`src/rtl/sacache_pkg.sv`:
```
`timescale 1ns / 1ps
`default_nettype none

package sacache_pkg;

  // Cache geometry.
  localparam int SET_COUNT  = 4;
  localparam int WAY_COUNT  = 2;
  localparam int LINE_BYTES = 16;
  localparam int ADDR_BITS  = 32;

  // Address decomposition: offset, then set, then tag.
  localparam int OFFSET_BITS = (LINE_BYTES > 1) ? $clog2(LINE_BYTES) : 0;
  localparam int SET_BITS    = (SET_COUNT > 1) ? $clog2(SET_COUNT) : 1;
  localparam int TAG_BITS    = ADDR_BITS - OFFSET_BITS - SET_BITS;
  localparam int WAY_BITS    = (WAY_COUNT > 1) ? $clog2(WAY_COUNT) : 1;
  localparam int RANK_BITS   = WAY_BITS;

  // Widths of the result fields.
  localparam int OUTCOME_BITS = 2;
  localparam int SET_OUT_BITS = 2;
  localparam int TAG_OUT_BITS = 26;
  localparam int WAY_OUT_BITS = 1;

  // Result codes.
  localparam logic [OUTCOME_BITS-1:0] OUTCOME_HIT   = 2'd0;
  localparam logic [OUTCOME_BITS-1:0] OUTCOME_MISS  = 2'd1;
  localparam logic [OUTCOME_BITS-1:0] OUTCOME_EVICT = 2'd2;

  // One way of a set as held in the tag memory.
  typedef struct packed {
    logic [TAG_BITS-1:0]  tag;
    logic [RANK_BITS-1:0] rank;
  } way_entry_t;

  // One memory row holds every way of one set.
  typedef way_entry_t [WAY_COUNT-1:0] set_row_t;

  localparam int ROW_BITS = WAY_COUNT * (TAG_BITS + RANK_BITS);

endpackage

`default_nettype wire

```
`src/rtl/set_assoc_cache_lru_lookup_unit.sv`:
```
`timescale 1ns / 1ps
`default_nettype none

// Channel   Signals                                                      Direction
// request   in_valid, in_stall, address                                  in (in_stall out)
// result    out_valid, out_stall, outcome, set_index, tag_value, way_used out (out_stall in)
//
// Each request is handled in steps: IDLE reads the set row from the tag memory,
// then LOOKUP compares, chooses the way and writes the updated row back.
// A new request is taken only once the last one has written its row back.
// Reset is synchronous; it clears all line valid bits, so no clearing pass.
// A finished result waits in the output register while the next request is
// read; the write-back stalls only if the output register is still full.

module set_assoc_cache_lru_lookup_unit (
  input  wire logic                                clk,
  input  wire logic                                rst,
  input  wire logic                                in_valid,
  output logic                                     in_stall,
  input  wire logic [sacache_pkg::ADDR_BITS-1:0]   address,
  output logic                                     out_valid,
  input  wire logic                                out_stall,
  output logic [sacache_pkg::OUTCOME_BITS-1:0]     outcome,
  output logic [sacache_pkg::SET_OUT_BITS-1:0]     set_index,
  output logic [sacache_pkg::TAG_OUT_BITS-1:0]     tag_value,
  output logic [sacache_pkg::WAY_OUT_BITS-1:0]     way_used
);

  typedef enum logic {
    IDLE,
    LOOKUP
  } state_t;

  state_t state;

  logic [sacache_pkg::SET_BITS-1:0]  req_set;
  logic [sacache_pkg::TAG_BITS-1:0]  req_tag;
  logic [sacache_pkg::WAY_COUNT-1:0] line_valid [sacache_pkg::SET_COUNT];

  logic                               rd_en;
  logic [sacache_pkg::SET_BITS-1:0]   rd_set;
  logic [sacache_pkg::TAG_BITS-1:0]   in_tag;
  logic [sacache_pkg::ROW_BITS-1:0]   rd_data;
  logic [sacache_pkg::ROW_BITS-1:0]   wr_data;
  logic                               wr_en;
  logic                               load;

  sacache_pkg::set_row_t              cur_row;
  sacache_pkg::set_row_t              new_row;
  logic [sacache_pkg::WAY_COUNT-1:0]  cur_valid;
  logic                               found;
  logic                               empty;
  logic [sacache_pkg::WAY_BITS-1:0]   sel_way;
  logic [sacache_pkg::RANK_BITS-1:0]  oldest;
  logic [sacache_pkg::RANK_BITS:0]    old_rank;
  logic [sacache_pkg::OUTCOME_BITS-1:0] sel_outcome;

  // Address decode for the incoming request.
  assign rd_set = address[sacache_pkg::OFFSET_BITS +: sacache_pkg::SET_BITS];
  assign in_tag = address[sacache_pkg::ADDR_BITS-1 :
                          sacache_pkg::OFFSET_BITS + sacache_pkg::SET_BITS];

  // A request is taken only between lookups.
  assign in_stall = (state != IDLE);
  assign rd_en    = (state == IDLE) && in_valid;

  // The write-back and the result load happen together once the output is free.
  assign load  = !out_valid || !out_stall;
  assign wr_en = (state == LOOKUP) && load;

  sacache_ram #(
    .WIDTH (sacache_pkg::ROW_BITS),
    .DEPTH (sacache_pkg::SET_COUNT)
  ) u_tag_ram (
    .clk   (clk),
    .we    (wr_en),
    .waddr (req_set),
    .wdata (wr_data),
    .re    (rd_en),
    .raddr (rd_set),
    .rdata (rd_data)
  );

  // Compare every way, pick the hit, the first empty way or the oldest way,
  // and age the lines that were newer than the chosen one.
  always_comb begin
    cur_row   = sacache_pkg::set_row_t'(rd_data);
    cur_valid = line_valid[req_set];
    found     = 1'b0;
    empty     = 1'b0;
    sel_way   = '0;
    oldest    = '0;

    for (int w = 0; w < sacache_pkg::WAY_COUNT; w++) begin
      if (!found && cur_valid[w] && (cur_row[w].tag == req_tag)) begin
        found   = 1'b1;
        sel_way = sacache_pkg::WAY_BITS'(w);
      end
    end

    if (!found) begin
      for (int w = 0; w < sacache_pkg::WAY_COUNT; w++) begin
        if (!empty) begin
          if (!cur_valid[w]) begin
            empty   = 1'b1;
            sel_way = sacache_pkg::WAY_BITS'(w);
          end else if ((w == 0) || (cur_row[w].rank > oldest)) begin
            oldest  = cur_row[w].rank;
            sel_way = sacache_pkg::WAY_BITS'(w);
          end
        end
      end
    end

    if (found) begin
      sel_outcome = sacache_pkg::OUTCOME_HIT;
    end else if (empty) begin
      sel_outcome = sacache_pkg::OUTCOME_MISS;
    end else begin
      sel_outcome = sacache_pkg::OUTCOME_EVICT;
    end

    // Rank of the chosen line before the access; an empty line counts as oldest.
    if (cur_valid[sel_way]) begin
      old_rank = {1'b0, cur_row[sel_way].rank};
    end else begin
      old_rank = (sacache_pkg::RANK_BITS + 1)'(sacache_pkg::WAY_COUNT);
    end

    new_row = cur_row;
    for (int v = 0; v < sacache_pkg::WAY_COUNT; v++) begin
      if ((sacache_pkg::WAY_BITS'(v) != sel_way) && cur_valid[v] &&
          ({1'b0, cur_row[v].rank} < old_rank)) begin
        new_row[v].rank = cur_row[v].rank + 1'b1;
      end
    end
    new_row[sel_way].rank = '0;
    new_row[sel_way].tag  = req_tag;

    wr_data = sacache_pkg::ROW_BITS'(new_row);
  end

  // Sequencer, valid bits and result register.
  always_ff @(posedge clk) begin
    if (rst) begin
      state     <= IDLE;
      out_valid <= 1'b0;
      for (int s = 0; s < sacache_pkg::SET_COUNT; s++) begin
        line_valid[s] <= '0;
      end
    end else begin
      // The result register fills on a write-back and empties when taken.
      if (wr_en) begin
        out_valid <= 1'b1;
      end else if (out_valid && !out_stall) begin
        out_valid <= 1'b0;
      end
      unique case (state)
        IDLE: begin
          if (in_valid) begin
            req_set <= rd_set;
            req_tag <= in_tag;
            state   <= LOOKUP;
          end
        end
        LOOKUP: begin
          if (load) begin
            line_valid[req_set][sel_way] <= 1'b1;
            outcome   <= sel_outcome;
            set_index <= sacache_pkg::SET_OUT_BITS'(req_set);
            tag_value <= req_tag[sacache_pkg::TAG_OUT_BITS-1:0];
            way_used  <= sel_way[sacache_pkg::WAY_OUT_BITS-1:0];
            state     <= IDLE;
          end
        end
        default: begin
          state <= IDLE;
        end
      endcase
    end
  end

`ifndef SYNTH
  // An accepted request moves the sequencer into its lookup state.
  a_accept_then_lookup: assert property (@(posedge clk) disable iff (rst)
    (in_valid && !in_stall) |=> (state == LOOKUP))
    else $error("request accepted without entering lookup");

  // A new result appears only out of a lookup that wrote its set back.
  a_result_from_lookup: assert property (@(posedge clk) disable iff (rst)
    $rose(out_valid) |-> $past(wr_en))
    else $error("result loaded outside a lookup");

  // Eviction is chosen only when every way of the set is valid.
  a_evict_full_set: assert property (@(posedge clk) disable iff (rst)
    (wr_en && (sel_outcome == sacache_pkg::OUTCOME_EVICT)) |-> (&line_valid[req_set]))
    else $error("eviction from a set with an empty way");

  // A hit always lands on a valid line.
  a_hit_way_valid: assert property (@(posedge clk) disable iff (rst)
    (wr_en && (sel_outcome == sacache_pkg::OUTCOME_HIT)) |-> line_valid[req_set][sel_way])
    else $error("hit on an invalid line");
`endif

endmodule

`default_nettype wire

```
`src/rtl/sacache_ram.sv`:
```
`timescale 1ns / 1ps
`default_nettype none

module sacache_ram #(
  parameter int WIDTH = 8,
  parameter int DEPTH = 4
) (
  input  wire logic                                  clk,
  input  wire logic                                  we,
  input  wire logic [((DEPTH > 1) ? $clog2(DEPTH) : 1)-1:0] waddr,
  input  wire logic [WIDTH-1:0]                      wdata,
  input  wire logic                                  re,
  input  wire logic [((DEPTH > 1) ? $clog2(DEPTH) : 1)-1:0] raddr,
  output logic      [WIDTH-1:0]                      rdata
);

  logic [WIDTH-1:0] mem [DEPTH];

  // Single write port, registered read port; read data holds when re is low.
  always_ff @(posedge clk) begin
    if (we) begin
      mem[waddr] <= wdata;
    end
    if (re) begin
      rdata <= mem[raddr];
    end
  end

endmodule

`default_nettype wire
```
`config.mk`:
```
export PLATFORM = sky130hd
export DESIGN_NAME = set_assoc_cache_lru_lookup_unit
export DESIGN_NICKNAME = d
export VERILOG_FILES = /design/src/rtl/sacache_pkg.sv /design/src/rtl/set_assoc_cache_lru_lookup_unit.sv /design/src/rtl/sacache_ram.sv
export SDC_FILE = /design/constraint.sdc
export NUM_CORES = 1
export LEC_CHECK = 0
export BUFFER_PORTS_ARGS = -buffer_cell sky130_fd_sc_hd__buf_2
export CAP_MARGIN = 5
export CORE_ASPECT_RATIO = 0.9
export CORE_MARGIN = 3
export CORE_UTILIZATION = 59
export CTS_CLUSTER_DIAMETER = 100
export DETAILED_ROUTE_END_ITERATION = 7
export PLACE_DENSITY = 0.77
export SETUP_SLACK_MARGIN = 0.05
export SLEW_MARGIN = 20
export SYNTH_ARGS = -nofsm -noshare
export SYNTH_HDL_FRONTEND = slang
export SYNTH_HIERARCHICAL = 1
export SYNTH_SLANG_ARGS = --single-unit
```
`constraint.sdc`:
```
create_clock -name clk -period 10.9 [get_ports clk]
set_input_delay 2.18 -clock clk [delete_from_list [all_inputs] [get_ports clk]]
set_output_delay 2.18 -clock clk [all_outputs]
set_load 0.02 [all_outputs]
```
# After elaboration in Yosys (flattened, before gate mapping)
# Memories as Yosys holds them, arrays and structs flattened. A register that Yosys moved wholly into a read port is not among the register bits.
# Index checks and enable logic that the tools add are counted.
[totals]
ff_bits = 61
latch_bits = 0
ram_bits = 224
mem_bits_ro = 0
out_inout_bits = 33
word_cells = 88
memories = 2
[mem_list]
columns = ["memory", "depth", "word_bits", "read_ports", "rd_ports_with_merged_regs", "wr", "line", "source"]
rows = [
  ["u_tag_ram.mem", 4, 54, 1, 1, 1, "sacache_ram.sv:17", "logic [WIDTH-1:0] mem [DEPTH];"],
  ["line_valid", 4, 2, 1, 1, 4, "set_assoc_cache_lru_lookup_unit.sv:38", "logic [sacache_pkg::WAY_COUNT-1:0] line_valid [sacache_pkg::SET_COUNT];"],
]
[op_classes]
add_sub_neg = 2
multipliers = 0
div_mod_pow = 0
n_lt_le_gt_ge = 5
eq_ne = 2
n_shift = 0
muxes = 47
n_bitwise = 3
reduce_logical = 19
[ops]
columns = ["op", "n"]
rows = [
  ["54-bit bitwise mux", 2],
  ["27-bit demux with 1-bit select", 2],
  ["26-bit equality test", 2],
  ["1-bit two-way mux", 33],
  ["27-bit two-way mux", 1],
  ["2-bit two-way mux", 7],
  ["1-bit logical AND", 11],
  ["3-bit AND reduction", 2],
  ["1-bit by 2-bit < comparator with 1-bit output", 2],
  ["1-bit logical NOT", 3],
  ["1-bit inverter", 3],
  ["1-bit adder (second input constant)", 2],
  ["1-bit by 2-bit < comparator with 1-bit output (second input constant)", 1],
  ["1-bit one-hot mux with 2 select lines", 1],
  ["2-bit nonzero test", 1],
  ["2-bit OR reduction", 1],
  ["1-bit demux with 1-bit select", 1],
  ["1-bit >= comparator (second input constant)", 1],
  ["1-bit > comparator", 1],
  ["1-bit logical OR", 1],
]

# Depth between registers and ports, before layout
# Gate-level depths: netlist of the first run.
[depth]
ltp_word = 21
mapped_depth = 8
mapped_depth_nobuf = 7

# Hierarchy
# Netlist of the first run, hierarchy kept.
[by_module_without_submodules]
columns = ["mod", "instances", "cells_each", "area_each_um2"]
rows = [
  ["sacache_ram", 1, 340, 9511.6],
  ["set_assoc_cache_lru_lookup_unit", 1, 253, 3772.4],
]

# Worst setup path before layout of the first run
# Ideal clock, no wire load.
[synth_timing]
path_type = "input to register"
from = "in out_stall"
to = "mem u_tag_ram/mem[0][0] (netlist name), enable pin"
t_arrival_ns = 6.750
required_ns = 10.356
path_slack_ns = 3.607
path_stages = 3
n_path_buf = 1
cell_sequence = "a21boi_0 -> clkbuf_1 -> nor3b_1"
[synth_between]
elab_chain_cells = 5
[synth_rtl]
columns = ["item", "line", "source"]
rows = [
  ["start, declared", "set_assoc_cache_lru_lookup_unit.sv:22", "input wire logic out_stall,"],
  ["1-bit logical NOT", "set_assoc_cache_lru_lookup_unit.sv:68", "assign load = !out_valid || !out_stall;"],
  ["1-bit logical OR", "set_assoc_cache_lru_lookup_unit.sv:68", ""],
  ["1-bit logical AND", "set_assoc_cache_lru_lookup_unit.sv:69", "assign wr_en = (state == LOOKUP) && load;"],
  ["via wr_en", "set_assoc_cache_lru_lookup_unit.sv:45", "logic wr_en;"],
  ["1-bit two-way mux", "sacache_ram.sv:21", "if (we) begin"],
  ["1-bit two-way mux (implied by the code)", "sacache_ram.sv:22", "mem[waddr] <= wdata;"],
  ["end, declared", "sacache_ram.sv:17", ""],
]
# The timed path passes the listed nets, and every way through them passes these cells.

==> impl_metrics.csv, run 1 <==
group,metric,value,unit
clock_tree,clock_tree.htree_level_count,2,
logic_synthesis,synth_seq_area_share,76.8,%
critical_path,critical_path_required,11.14,ns
drt,detail_route.iter0.violations,598,
drt,antenna_left,0,
final_layout,drive_above_1_share,34.1,%
critical_path,path_class,"reg -> reg",
placed_design,port_buffers,64,
global_routing,groute.layer.met2.usage,34.8,%
drt,detailroute.via_count,6111,
logic_synthesis,synth_top_area_cell,"sky130_fd_sc_hd__edfxtp_1",
global_routing,gr-total-overflow,0,
critical_path,crit_arrival,4.15,ns
sta,timing.final.crit_share,35.8,%
floorplan,core_area,21900,um2
critical_path,startpoint,"req_tag[11]",
hold_path,min-delay-path-class,"reg -> reg",
global_routing,grt_pass1_wl,38.3,mm
logic_synthesis,netlist-cell-type-count,36,
logic_synthesis,postSynthNetCount,629,
clock_tree,clkLatencyLatePin,0.51,ns
critical_path,critical_path.max_fanout,45,
hold_path,hold_depth,2,
sta,achievable-frequency,256,MHz
clock_tree,number_of_buffers_inserted_for_hold_repair_after_clock_tree_synthesis,0,
outcome,status,"complete, no violations",
drt,drt-vias-per-instance,6.13,
sta,clock-skew-final,0.0153,ns
pwr,vdd_drop_max,0.134,mV
clock_tree,cts.path.max_buffers,3,
clock_tree,root_buffer,"sky130_fd_sc_hd__clkbuf_16",
final_layout,diodes,0,
global_routing,global_route_met1_utilization,30.1,%
logic_synthesis,top_area_cells_in_the_synthesized_netlist,"sky130_fd_sc_hd__edfxtp_1 (76%), sky130_fd_sc_hd__mux4_2 (8.8%), sky130_fd_sc_hd__xor2_1 (3.4%), sky130_fd_sc_hd__mux2_2 (2.9%), sky130_fd_sc_hd__mux2_4 (2.3%)",
floorplan,die_h,148,um
pwr,static-leakage-power,5.06,nW
logic_synthesis,postSynthCellCount,593,
placed_design,place_ws,6.12,ns
global_routing,grt.total_usage,21.3,%
hold_path,worst_hold_startpoint,"out_valid",
critical_path,timing.critical_path.to_type,"flop",
drt,drt-pass1-iter-count,5,
final_layout,postLayoutCoreUtil,68.4,%
sta,final_max_slew_viol_count,0,
sta,setup-violations-final,0,
floorplan,boundaryPins,69,
clock_tree,numCtsBuffers,34,
logic_synthesis,synth_warnings,6,
sta,slew_headroom,25.3,%
sta,timing.setup.tns,0,ns
sta,period_minus_slack,3.91,ns
final_layout,multi_input_area,2900,um2
clock_tree,postCtsResizedCells,0,
critical_path,setup.worst_path.start_class,"flop",
final_layout,num-fill-cells,1345,
final_layout,final_nets,717,
clock_tree,clk_pin_slew_worst_paths,0.06,ns
job,maxCapViolations,0,
sta,hold_viol,0,
global_routing,largest_net_degree_at_the_start_of_global_routing,57,
pwr,totalPowerFinal,2.86,mW
placed_design,final_wtd_congestion,0.720,
logic_synthesis,synth_top_area_share,76.2,%
clock_tree,cts_sinks,341,
global_routing,grt_pass1_vias,6445,
logic_synthesis,syn-mean-instance-area,22.4,um2
floorplan,floorplan.die.width,164,um
final_layout,ff_latch_area,10200,um2
logic_synthesis,post_syn_area,13300,um2
floorplan,placement_rows,51,
clock_tree,tritoncts,"built",
global_routing,grt_most_used_layer,"met2",
pwr,power-per-cell-area,191,nW/um2
drt,totalWireLength,25.1,mm
sta,layout_setup_ws,6.99,ns
drt,route.detailed.drc,0,
logic_synthesis,ys_seq_elements,341,
global_routing,grt_antenna_before_repair,0,
floorplan,start_util,60.7,%
global_routing,use_met3,3.87,%
clock_tree,postCtsSetupRepairBufs,0,
placed_design,dp_hpwl,13.4,mm
critical_path,r2r.worst_path.cells,7,
final_layout,layout-area-overhead-vs-synth,12.7,%
sta,worst_slew_pin_slew,1.12,ns
sta,rsz0062_at_grt,"no",
critical_path,critical_path.reg2reg.startpoint,"req_tag[11]",
floorplan,total_die_area,24400,um2
drt,wl_per_cell,25.2,um
## critical path, stage by stage (launching register included)
cell	delay (ns)
sky130_fd_sc_hd__edfxtp_1	0.54
sky130_fd_sc_hd__xor2_1	0.21
sky130_fd_sc_hd__nor4_1	0.74
sky130_fd_sc_hd__nand4_1	0.27
sky130_fd_sc_hd__nor2_2	0.30
sky130_fd_sc_hd__o21bai_4	0.33
sky130_fd_sc_hd__buf_4	0.74
sky130_fd_sc_hd__mux2_2	0.46
## through the flow
step,cells,cell area [um2],hold WS [ns]
after floorplan,593,13300,0.524
after global placement,934,13800,0.490
after detailed placement,934,13800,0.532
after CTS,995,14900,0.557
after global routing,997,15000,0.606
final,997,15000,0.549
## per-layer routing
layer / vias to the layer above / routed length, um
met4: 0 / 468
met1: 3215 / 10600
met5: - / 0
li1: 2616 / -
met3: 41 / 1590
met2: 239 / 12500
## power breakdown
group / internal (mW) / switching (mW) / total (mW)
Clock: 0.664 / 0.468 / 1.13
Sequential: 1.52 / 0.0272 / 1.54
Combinational: 0.0815 / 0.109 / 0.190
## Yosys cell counts (all sizes together)
| library cell | n |
|---|---|
| a21boi | 2 |
| a21oi | 2 |
| a31o | 6 |
| a41o | 2 |
| and3 | 7 |
| and3b | 2 |
| buf | 17 |
| clkbuf | 3 |
| dfxtp | 4 |
| edfxtp | 337 |
| inv | 2 |
| mux2 | 54 |
| mux4 | 56 |
| nand2 | 2 |
| nand2b | 1 |
| nand3b | 1 |
| nand4 | 4 |
| nor2 | 10 |
| nor2b | 7 |
| nor3 | 3 |
| nor3b | 2 |
| nor4 | 12 |
| o211ai | 1 |
| o21ai | 1 |
| o21bai | 1 |
| o22a | 1 |
| o22ai | 1 |
| xor2 | 52 |
## layout make-up
cell class | instances | share of cell area [%]
sequential | 341 | 68.1
multi-input combinational | 230 | 19.4
clock buffer | 44 | 6.08
timing repair buffer | 72 | 2.84
tap | 291 | 2.43
clock inverter | 17 | 1.10
inverter | 2 | 0.0669
## cells in the final DEF (no fill, tap or decap), drive strengths merged, types with 6 or more instances in the layout
master and n:
a31o 6, and3 7, buf 72, clkbuf 44
clkinv 11, edfxtp 337, mux2 54, mux4 56
nor2 10, nor2b 7, nor4 12, xor2 52
## sequential cells by signal (all words and copies together) (netlist names), 2 cells and up, named ones only
name	count
u_tag_ram/mem	216
u_tag_ram/rdata	54
req_tag	26
tag_value	26
line_valid	8
outcome	2
req_set	2
set_index	2
## cell families after synthesis
group           after synthesis  share of synthesized area (%)
flops                       341                           76.8
mux                         110                           14.7
xor+xnor                     52                           3.43
simple gates                 51                           2.25
buf+inv                      22                           1.70
compound gates               17                           1.08
## final timing paths
| path | to | slack (ns) |
|---|---|---|
| max reg2reg | u_tag_ram/mem[3][42] | 6.99 |
| min reg2reg | out_valid | 0.55 |
| min | out_valid | 0.55 |
| max | u_tag_ram/mem[3][42] | 6.99 |
Power figures use the tool's default switching activity.
==> run 2, diff against run 1 <==
Settings changed: CORE_UTILIZATION 59 to 55, PLACE_DENSITY 0.77 to 0.76.
Clock period 10.9 ns to 3.2 ns, I/O delays scaled along.
==> run 2 against run 1 <==
Sequential cell count unchanged; via count increased by 0.23%; die area increased by 7.0%; global-route usage decreased by 1.4 points; non-clock buffer count increased by 11; total power increased to 3.4 times the previous value; clock-buffer cell count decreased by 4; final cell count increased by 1.9%; first-iteration DRC count decreased by 17%; routed wire length increased by 0.81%; critical endpoint is now u_tag_ram/mem[2][51].
==> impl_metrics.csv, run 2 (same netlist as run 1, synthesis figures left out) <==
group,metric,value,unit
final_layout,num-fill-cells,1552,
drt,totalWireLength,25.3,mm
global_routing,largest_net_degree_at_the_start_of_global_routing,57,
critical_path,path_class,"reg -> reg",
drt,detailroute.via_count,6125,
clock_tree,number_of_buffers_inserted_for_hold_repair_after_clock_tree_synthesis,0,
global_routing,grt_antenna_before_repair,0,
critical_path,worstReg2RegEnd,"u_tag_ram/mem[2][51]",
drt,wl_per_cell,24.9,um
pwr,vdd_drop_max,0.550,mV
pwr,power-per-cell-area,644,nW/um2
global_routing,grt_pass1_wl,38.9,mm
global_routing,gr-total-overflow,0,
drt,route.detailed.drc,0,
final_layout,layout-area-overhead-vs-synth,14.1,%
critical_path,critical_path.max_fanout,31,
pwr,totalPowerFinal,9.77,mW
final_layout,registers.top_by_ff_count,"u_tag_ram/mem",
sta,hold_viol,0,
sta,slew_headroom,39.6,%
floorplan,core_area,23500,um2
critical_path,critical_path.reg2reg.startpoint,"req_tag[15]",
sta,timing.final.crit_share,92.3,%
floorplan,placement_rows,53,
drt,detail_route.iter0.violations,498,
floorplan,floorplan.die.width,170,um
global_routing,grt_pass1_vias,6600,
drt,drt-pass1-iter-count,5,
hold_path,hold_depth,1,
critical_path,r2r.worst_path.cells,7,
clock_tree,numCtsBuffers,34,
placed_design,placement.cell_area,14100,um2
placed_design,final_wtd_congestion,0.746,
clock_tree,cts_sinks,341,
sta,clock-skew-final,0.0147,ns
sta,timing.setup.tns,0,ns
clock_tree,cts.path.max_buffers,3,
sta,worst_slew_pin_slew,0.906,ns
critical_path,reg2reg_setup_slack,0.25,ns
final_layout,most_common_cell_after_layout_fill_and_taps_aside,"sky130_fd_sc_hd__edfxtp_1",
clock_tree,clk_pin_slew_worst_paths,0.06,ns
clock_tree,clkLatencyLatePin,0.51,ns
clock_tree,tritoncts,"built",
global_routing,grt.total_usage,19.9,%
sta,final_max_slew_viol_count,0,
clock_tree,clock_tree.htree_level_count,2,
critical_path,critical_path_required,3.44,ns
floorplan,start_util,56.4,%
job,maxCapViolations,0,
final_layout,drive_above_1_share,36.0,%
placed_design,dp_hpwl,14.1,mm
final_layout,diodes,0,
hold_path,worst_hold_startpoint,"address[20]",
sta,setup-violations-final,0,
floorplan,die_h,153,um
critical_path,crit_arrival,3.19,ns
floorplan,boundaryPins,69,
pwr,static-leakage-power,5.16,nW
final_layout,most_used_cells_in_the_layout_excluding_fill_and_tap_cells,"sky130_fd_sc_hd__edfxtp_1 (337), sky130_fd_sc_hd__buf_2 (63), sky130_fd_sc_hd__mux4_2 (52), sky130_fd_sc_hd__xor2_1 (52), sky130_fd_sc_hd__clkbuf_16 (37)",
drt,antenna_left,0,
final_layout,largest_register_ff_count,216,
final_layout,multi_input_area,2900,um2
final_layout,finish.instance_area,15200,um2
drt,drt-vias-per-instance,6.03,
critical_path,timing.critical_path.to_type,"flop",
final_layout,final_nets,728,
clock_tree,root_buffer,"sky130_fd_sc_hd__clkbuf_16",
hold_path,min-delay-path-class,"in -> reg",
sta,period_minus_slack,2.95,ns
final_layout,largestRegisters,"u_tag_ram/mem (216), u_tag_ram/rdata (54)",
outcome,status,"complete, no violations",
critical_path,setup.worst_path.start_class,"flop",
sta,achievable-frequency,339,MHz
floorplan,total_die_area,26100,um2
placed_design,port_buffers,64,
clock_tree,postCtsResizedCells,0,
final_layout,ff_latch_area,10200,um2
clock_tree,postCtsSetupRepairBufs,0,
hold_path,worstHoldEndpoint,"req_tag[14]",
sta,rsz0062_at_grt,"no",
[run 2: cell types whose count changed in the layout (fill, tap and decap cells not counted), moves of 2 or more]
cell / change
sky130_fd_sc_hd__buf_16: -2
sky130_fd_sc_hd__clkinv_2: +3
sky130_fd_sc_hd__buf_12: +10
sky130_fd_sc_hd__clkinv_1: -2
sky130_fd_sc_hd__and3b_2: +2
sky130_fd_sc_hd__clkinvlp_4: +2
sky130_fd_sc_hd__clkbuf_1: -6
sky130_fd_sc_hd__buf_4: +2
sky130_fd_sc_hd__and3b_4: -2
sky130_fd_sc_hd__clkbuf_16: +2
[run 2: per-stage QoR]
stage	util [%]	cells	hold WS, ns	worst slack, ns
global route	64.4	1016	0.288	0.129
CTS	64.4	1016	0.285	0.254
detailed placement	59.8	958	0.553	0.277
global placement	59.8	958	0.486	0.299
finish	64.4	1016	0.305	0.247
floorplan	-	593	0.524	0.0957
[run 2: cell type report]
class                   count  share of cell area, %
repair buffers             83                   3.90
well taps                 302                   2.49
inverters                   2                 0.0660
clock inverters            18                  0.966
flip-flops and latches    341                   67.3
multi-input cells         230                   19.1
clock buffers              40                   6.18
[run 2: where the power goes]
part           internal (mW)  switching (mW)  leakage [nW]  total [mW]
Combinational          0.296           0.377          1.49       0.672
Sequential              5.16          0.0916          3.14        5.25
Clock                   2.25            1.59         0.530        3.84
Total                   7.71            2.06          5.16        9.77
[run 2: worst max-delay path, stage by stage, from the launching register on]
cell and delay, ns:
sky130_fd_sc_hd__edfxtp_1 0.48, sky130_fd_sc_hd__xor2_1 0.22, sky130_fd_sc_hd__nor4_1 0.48, sky130_fd_sc_hd__nand4_1 0.32
sky130_fd_sc_hd__nor2_2 0.28, sky130_fd_sc_hd__o21bai_4 0.21, sky130_fd_sc_hd__buf_12 0.27, sky130_fd_sc_hd__mux2_2 0.41
[run 2: layer usage]
layer  part of all wire (%)  track usage (%)  vias to the layer above
li1                       -                -                     2632
met1                     42             28.1                     3244
met2                     50             32.2                      211
met3                    5.7             3.72                       38
met4                    2.0             5.72                        0
met5                      0                0                        -
[run 2: worst max path at each step]
stage,depth (start not counted),start,end
after floorplan,3,out_stall,u_tag_ram/mem[0][0]
after global placement,8,req_tag[13],u_tag_ram/mem[2][41]
after detailed placement,8,req_tag[13],u_tag_ram/mem[3][1]
after CTS,8,req_tag[13],u_tag_ram/mem[3][1]
after global routing,7,req_tag[15],u_tag_ram/mem[2][19]
final,7,req_tag[15],u_tag_ram/mem[2][51]
==> run 3, diff against run 2 <==
Settings changed: HOLD_SLACK_MARGIN from default to 0.03, PLACE_DENSITY 0.76 to 0.75.
==> run 3 against run 2 <==
Maximum frequency rose by 1.4%; combinational power up 2%; non-clock buffer count grew 3; critical path type unchanged; critical endpoint is now u_tag_ram/mem[1][43].
==> impl_metrics.csv, run 3 (same netlist as run 1, synthesis figures left out) <==
group,metric,value,unit
outcome,status,"complete, no violations",
final_layout,num-fill-cells,1531,
pwr,power-per-cell-area,633,nW/um2
placed_design,dp_hpwl,14.1,mm
floorplan,core_area,23500,um2
global_routing,grt_pass1_wl,38.7,mm
pwr,vdd_drop_max,0.560,mV
drt,wl_met2,12.4,mm
placed_design,placement.cell_area,14100,um2
pwr,static-leakage-power,5.13,nW
global_routing,largest_net_degree_at_the_start_of_global_routing,57,
floorplan,die_h,153,um
clock_tree,tritoncts,"built",
sta,slew_headroom,41.3,%
clock_tree,numCtsBuffers,34,
pwr,power.combinational.fraction,7.2,%
global_routing,grt_antenna_before_repair,0,
final_layout,drive_above_1_share,35.0,%
clock_tree,clock_tree.htree_level_count,2,
global_routing,gr-total-overflow,0,
pwr,power.internal,7.56,mW
drt,detail_route.iter0.violations,696,
drt,wl_per_cell,24.8,um
drt,route.met3.wl,1.71,mm
floorplan,total_die_area,26100,um2
critical_path,critical_path_required,3.44,ns
sta,setup-violations-final,0,
sta,final_max_slew_viol_count,0,
critical_path,crit_arrival,3.15,ns
drt,detailroute.via_count,6143,
sta,clock-skew-final,0.0207,ns
sta,timing.setup.tns,0,ns
final_layout,final_nets,731,
placed_design,final_wtd_congestion,0.733,
job,maxCapViolations,0,
pwr,seqPwrFrac,54.9,%
critical_path,path_class,"reg -> reg",
sta,hold_viol,0,
critical_path,reg2reg_setup_slack,0.29,ns
pwr,netSwitchingFraction,21.0,%
clock_tree,clk_pin_slew_worst_paths,0.06,ns
drt,drt-pass1-iter-count,5,
pwr,totalPowerFinal,9.56,mW
final_layout,ff_latch_area,10200,um2
final_layout,largestRegisters,"u_tag_ram/mem (216), u_tag_ram/rdata (54)",
final_layout,most_used_cells_in_the_layout_excluding_fill_and_tap_cells,"sky130_fd_sc_hd__edfxtp_1 (337), sky130_fd_sc_hd__buf_2 (63), sky130_fd_sc_hd__mux4_2 (52), sky130_fd_sc_hd__xor2_1 (52), sky130_fd_sc_hd__clkbuf_16 (35)",
pwr,p_clk_share,38.0,%
final_layout,most_common_cell_after_layout_fill_and_taps_aside,"sky130_fd_sc_hd__edfxtp_1",
floorplan,boundaryPins,69,
clock_tree,clkLatencyLatePin,0.50,ns
floorplan,floorplan.die.width,170,um
critical_path,setup.worst_path.start_class,"flop",
floorplan,placement_rows,53,
final_layout,finish.instance_area,15100,um2
clock_tree,number_of_buffers_inserted_for_hold_repair_after_clock_tree_synthesis,0,
clock_tree,cts_sinks,341,
final_layout,registers.top_by_ff_count,"u_tag_ram/mem",
drt,antenna_left,0,
sta,timing.final.crit_share,91.0,%
final_layout,largest_register_ff_count,216,
global_routing,grt.total_usage,19.7,%
sta,rsz0062_at_grt,"no",
final_layout,multi_input_area,2900,um2
hold_path,min-delay-path-class,"in -> reg",
final_layout,layout-area-overhead-vs-synth,13.7,%
drt,drt-met1-wl,10.7,mm
drt,highest-signal-layer,"met4",
drt,totalWireLength,25.2,mm
clock_tree,postCtsSetupRepairBufs,0,
clock_tree,cts.path.max_buffers,3,
sta,period_minus_slack,2.91,ns
sta,worst_slew_pin_slew,0.880,ns
critical_path,timing.critical_path.to_type,"flop",
pwr,p_sw,2.01,mW
drt,route.detailed.drc,0,
critical_path,critical_path.max_fanout,18,
drt,drt-vias-per-instance,6.03,
placed_design,port_buffers,64,
global_routing,grt_pass1_vias,6508,
sta,achievable-frequency,343,MHz
final_layout,diodes,0,
clock_tree,postCtsResizedCells,0,
clock_tree,root_buffer,"sky130_fd_sc_hd__clkbuf_16",
floorplan,start_util,56.4,%
run 3: critical path, stage by stage (launching register included):
cell and delay, ns:
sky130_fd_sc_hd__edfxtp_1 0.52, sky130_fd_sc_hd__xor2_1 0.23, sky130_fd_sc_hd__nor4_1 0.53, sky130_fd_sc_hd__buf_4 0.20, sky130_fd_sc_hd__nand4_1 0.12, sky130_fd_sc_hd__nor2_2 0.29, sky130_fd_sc_hd__o21bai_4 0.20, sky130_fd_sc_hd__buf_12 0.22
sky130_fd_sc_hd__mux2_4 0.33
run 3: cell type report:
cell class                      count  share of cell area [%]
Multi-Input combinational cell    230                    19.2
Clock inverter                     11                   0.547
Timing Repair Buffer               86                    4.06
Clock buffer                       47                    6.10
Tap cell                          302                    2.50
Sequential cell                   341                    67.6
Inverter                            2                  0.0663
run 3: routing by layer:
metal / up-vias / GRT usage [%]
li1: 2646 / -
met1: 3217 / 28.1
met2: 237 / 31.9
met3: 43 / 3.90
met4: 0 / 4.98
met5: - / 0
run 3: final timing paths:
check	start	endpoint	cells after the start
min reg2reg	out_valid	out_valid	2
max reg2reg	req_tag[13]	u_tag_ram/mem[1][43]	8
min	address[19]	req_tag[13]	1
max	req_tag[13]	u_tag_ram/mem[1][43]	8
run 3: stage by stage:
| step | hold slack, ns | std cells | utilization (%) | worst slack, ns |
|---|---|---|---|---|
| floorplan | 0.524 | 593 | - | 0.0957 |
| global placement | 0.486 | 961 | 59.9 | 0.389 |
| detailed placement | 0.493 | 961 | 59.9 | 0.305 |
| CTS | 0.293 | 1019 | 64.1 | 0.286 |
| global route | 0.292 | 1019 | 64.1 | 0.152 |
| finish | 0.314 | 1019 | 64.1 | 0.289 |
run 3: power groups by stage:
stage	sequential, mW	combinational [mW]	clock, mW
floorplan	5.33	0.464	0
detailed placement	5.34	0.688	0
global route	5.26	0.733	3.91
finish	5.25	0.684	3.63
global placement	5.33	0.659	0
CTS	5.25	0.692	3.72
